## src/rtl/uafc_ram.sv

```systemverilog
// ----------------------------------------------------------------------------
// uafc_ram
// Generic RAM with one write port and two registered read ports.
// ----------------------------------------------------------------------------
module uafc_ram #(
  parameter int WIDTH = 8,
  parameter int DEPTH = 255
) (
  input  logic                                   clk,
  input  logic                                   we,
  input  logic [((DEPTH > 1) ? $clog2(DEPTH) : 1)-1:0] waddr,
  input  logic [WIDTH-1:0]                       wdata,
  input  logic [((DEPTH > 1) ? $clog2(DEPTH) : 1)-1:0] raddr_a,
  output logic [WIDTH-1:0]                       rdata_a,
  input  logic [((DEPTH > 1) ? $clog2(DEPTH) : 1)-1:0] raddr_b,
  output logic [WIDTH-1:0]                       rdata_b
);

  logic [WIDTH-1:0] mem [DEPTH];

  always_ff @(posedge clk) begin
    if (we) begin
      mem[waddr] <= wdata;
    end
    rdata_a <= mem[raddr_a];
    rdata_b <= mem[raddr_b];
  end

endmodule

```

## config.mk

```make
export PLATFORM = sky130hd
export DESIGN_NAME = uafc_ram
export DESIGN_NICKNAME = d
export VERILOG_FILES = /design/src/rtl/uafc_ram.sv
export SDC_FILE = /design/constraint.sdc
export NUM_CORES = 2
export LEC_CHECK = 0
export BUFFER_PORTS_ARGS = -buffer_cell sky130_fd_sc_hd__buf_4
export CAP_MARGIN = 15
export CELL_PAD_IN_SITES_DETAIL_PLACEMENT = 1
export CELL_PAD_IN_SITES_GLOBAL_PLACEMENT = 1
export CORE_ASPECT_RATIO = 0.8
export CORE_UTILIZATION = 51
export CTS_CLUSTER_DIAMETER = 60
export DETAILED_ROUTE_END_ITERATION = 12
export GPL_ROUTABILITY_DRIVEN = 0
export PLACE_DENSITY_LB_ADDON = 0.1
export SETUP_SLACK_MARGIN = 0.3
export SLEW_MARGIN = 0
export SYNTH_ARGS = -nofsm -noshare
export SYNTH_HDL_FRONTEND = slang
export SYNTH_SLANG_ARGS = --single-unit
```

## constraint.sdc

```tcl
create_clock -name clk -period 2.8 [get_ports clk]
set_clock_uncertainty 0.15 [all_clocks]
set_input_delay 0.56 -clock clk [delete_from_list [all_inputs] [get_ports clk]]
set_output_delay 0.56 -clock clk [all_outputs]
set_load 0.1 [all_outputs]
```

* Word-level counts from Yosys, hierarchy flattened *
Memories as Yosys holds them, arrays and structs flattened. A register that Yosys moved wholly into a read port is not among the register bits.
Index checks and enable logic that the tools add are counted.

operators by class
  $mul = 0
  multiplexer cells = 2
  shift-type cells = 0
  $add $sub $neg = 0
  order comparisons = 0
  reductions and logical operators = 0
  bitwise logic cells = 0
  divide/modulo/power cells = 0
  equal/unequal tests = 0

operator list
  operator  number
  $mux 1    2

storage, ports and cells
  latch bits = 0
  memory bits (writable) = 2040
  logic and storage cells = 3
  input port bits = 34
  output and inout bits = 16
  bits in read-only memories = 0
  register bits = 0
  memories kept = 1

memories
  memory  words  bits a word  read ports  clocked after memory_dff  wr ports  line  RTL
  mem     255    8            2           2                         1         19    logic [WIDTH-1:0] mem [DEPTH];

* Depth between registers and ports, before layout *
  depth after elaboration = 2
  depth in mapped cells = 13
  mapped depth without buffers = 7

* Worst setup path before layout *
Ideal clock, no wire load.

  path type = input to register
  from = input port raddr_b[0] (netlist name)
  to = register rdata_b[3] (read register of mem)
  stages on the path = 11
  data arrival time = 2449 ps
  buffers on the path = 5
  path slack = 87 ps
  setup time = 114 ps
  required time = 2536 ps
  cell sequence = buf_6 > buf_12 > buf_12 > buf_12 > buf_4 > mux4_2 > o22ai_1 > nor3_1 > nor4_1 > a21oi_1 > a21o_1

RTL lines
  element             line  RTL
  start: declaration  15    input logic [((DEPTH > 1) ? $clog2(DEPTH) : 1)-1:0] raddr_b,
  end: declaration    16    output logic [WIDTH-1:0] rdata_b

==> results_dict.tcl <==
set metrics [dict create \
    outcome "finished with violations" \
    violations "setup timing" \
    cts_buffer_depth 3 \
    final_nets 6714 \
    path_max_fanout 14 \
    port-buffer-count 49 \
    hold_depth 1 \
    yosysWarnings 0 \
    synth_largest_area_cell "edfxtp_1" \
    die_area_um2 193100 \
    drv_cap 0 \
    ant_nets 0 \
    worst_slew_pin_slew_ns 1.185 \
    stdcell_count 9395 \
    hold_viol 0 \
    num_rows 143 \
    yosys-top-cells-area "edfxtp_1 63%, mux4_2 18%, mux2i_1 4.8%, nor2_1 1.3%, mux4_1 1.3%" \
    cpMaxStageDelayCell "nand4_1" \
    syn_area_per_cell_um2 17.83 \
    syn_area_um2 97580 \
    path_clk_slew_ns 0.06 \
    ys_types 80 \
    slew-limit-headroom_pct 21.00 \
    grt_pass1_wl_um 561000 \
    synth_ff_type "edfxtp_1" \
    syn_nets 5506 \
    synth_seq_area_share_pct 63.11 \
    grt_max_degree 136 \
    dp_cells 8950 \
    vias 69084 \
    rsz0062_at_grt "true" \
    drive_gt1_share_pct 40.14 \
    die_w_um 491.0 \
    grt_pass1_vias 67954 \
    via_per_inst 7.353 \
    pre_cts_slack_ns -1.471 \
    period_share_pct 106.6 \
    ioPinCount 50 \
    finalWirelength_um 414200 \
    min_period_ns 2.985 \
    powerDensity_nw_per_um2 590.6 \
    leakage_nw 40.78 \
    fmaxAchievable_ghz 0.3350 \
    drt_iter0_drc 11402 \
    critical_path.max_stage_delay_ns 0.50 \
    initial_core_util_pct 51.35 \
    yosys_register_bits 2056 \
    final_max_slew_viol_count 0 \
    worst_slack_ns -0.1851 \
    synth_common_cells "2040 x edfxtp_1, 776 x mux4_2, 470 x mux2i_1" \
    worst_r2r_path_depth 8 \
    insertion_delay_ns 0.88 \
    cts_buffers 206 \
    hpwl_um 296800 \
    cts-root-buf "clkbuf_16" \
    chipHeight_um 393.2 \
    cts_tree "done" \
    drc 0 \
    drt-wirelength-per-cell_um 44.09 \
    worstSetupStartpointType "input pin" \
    gr-total-overflow 0 \
    worstPathArrival_ns 3.60 \
    cts_sinks 2056 \
    synth_top_area_share_pct 62.78 \
    track_usage_pct 42.54 \
    synth_edf_count 2040 \
    cp.required_ns 3.42 \
    syn_inst 5472 \
    critPathCaptureType "flip-flop" \
    core-area_um2 190000 \
    crit_chain "buf_8 -> nand2b_4 -> buf_12 -> buf_12 -> o22ai_2 -> o22ai_2 -> nor4_4 -> buf_4 -> or4_4 -> nand4_1 -> o21ai_2" \
    syn_to_final_growth_pct 21.91 \
    ctsHtreeMaxLevel 4 \
    drtPass1Iterations 8 \
    ir_drop_uv 548.1 \
    setup.worst_path.class "input pin to flip-flop" \
    rrSetupSlack_ns -0.11 \
    synthArstFlopShare_pct 0 \
    antenna_found_initial 21 \
    worstHoldPathType "input pin to flip-flop" \
    setup_viol 2 \
    yosysMostFrequentCell "edfxtp_1" \
]
## per-stage QoR
step	power, mW	hold WS, ns	TNS, ns	instance area, um2	util (%)
2_1_floorplan	38.41	0.5089	0	98280	-
3_3_place_gp	42.44	0.7960	-16.22	110500	58.17
3_5_place_dp	42.57	0.8308	-16.20	110500	58.17
4_1_cts	69.68	0.01744	0	118000	62.08
5_1_grt	71.22	0.03675	-0.06725	118900	62.60
6_report	70.25	0.05560	-0.2301	119000	62.61
## power breakdown
part | switching [mW] | leakage, nW | total, mW | internal [mW]
Combinational | 5.36 | 19.1 | 8.66 | 3.30
Sequential | 0.120 | 18.5 | 34.0 | 33.9
Clock | 12.6 | 3.18 | 27.6 | 15.0
Total | 18.1 | 40.8 | 70.3 | 52.2
## flip-flops by register name, indices dropped and copies added (netlist names)
name / flops
rdata_b: 8
rdata_a: 8
mem: 2040
## layout by cell type (no fill, tap or decap), types with 19 or more instances in the layout
cell type	n
buf_12	163
o22ai_1	111
nand2_1	219
nor2b_1	30
mux4_1	34
o221ai_1	130
buf_4	1220
a22oi_1	66
buf_6	31
clkinv_2	30
edfxtp_1	2040
clkbuf_1	48
nor3_1	58
a31oi_1	26
nor2_1	293
a21oi_1	150
nand4_1	22
clkbuf_16	211
mux4_2	790
o21ai_0	57
a211oi_1	30
nand3_1	53
mux2i_1	465
clkinv_1	52
nor4_1	19
nor2_2	48
## per-layer routing
metal,vias up,global-route usage (%),part of all wire [%]
li1,25620,-,-
met1,36115,57.62,36
met2,6071,60.86,43
met3,1246,15.59,16
met4,32,20.98,6.1
met5,-,0,0.051
## final cells by class
| type | instances | area (um2) |
|---|---|---|
| Antenna cell | 7 | 17.52 |
| Clock buffer | 259 | 5415 |
| Clock inverter | 120 | 1112 |
| Fill cell | 16537 | 71050 |
| Inverter | 14 | 68.82 |
| Multi-Input combinational cell | 2953 | 34150 |
| Sequential cell | 2056 | 61580 |
| Tap cell | 2537 | 3174 |
| Timing Repair Buffer | 1449 | 13440 |
## worst paths after layout
kind                         start                    end
max reg2reg  mem[143][7]$_DFFE_PP_     rdata_b[7]$_DFF_P_
min                       wdata[4]  mem[131][4]$_DFFE_PP_
min reg2reg  mem[254][7]$_DFFE_PP_     rdata_a[7]$_DFF_P_
max                     raddr_b[2]     rdata_b[7]$_DFF_P_
## kinds of logic after synthesis
kind of cell	after synthesis	synth area share, %
mux	1310	24.21
simple gates	848	3.838
flops	2056	63.11
compound gates	795	5.710
buf+inv	463	3.136
## worst max-delay path, delay by kind of cell
| kind | cells | cell delay, ns |
|---|---|---|
| compound gates | 3 | 0.88 |
| buf+inv | 4 | 0.85 |
| simple gates | 4 | 1.20 |
## timing repair
action | 4_1_cts | 5_1_grt
endpoints found under the hold margin | 79 | 0
setup buffers | 15 | 36
hold buffers | 3 | 0
endpoints found under the setup margin | 17 | 16
pin swaps | 27 | 32
resized for setup | 145 | 130
gates cloned | 1 | 4
Power figures use the tool's default switching activity.
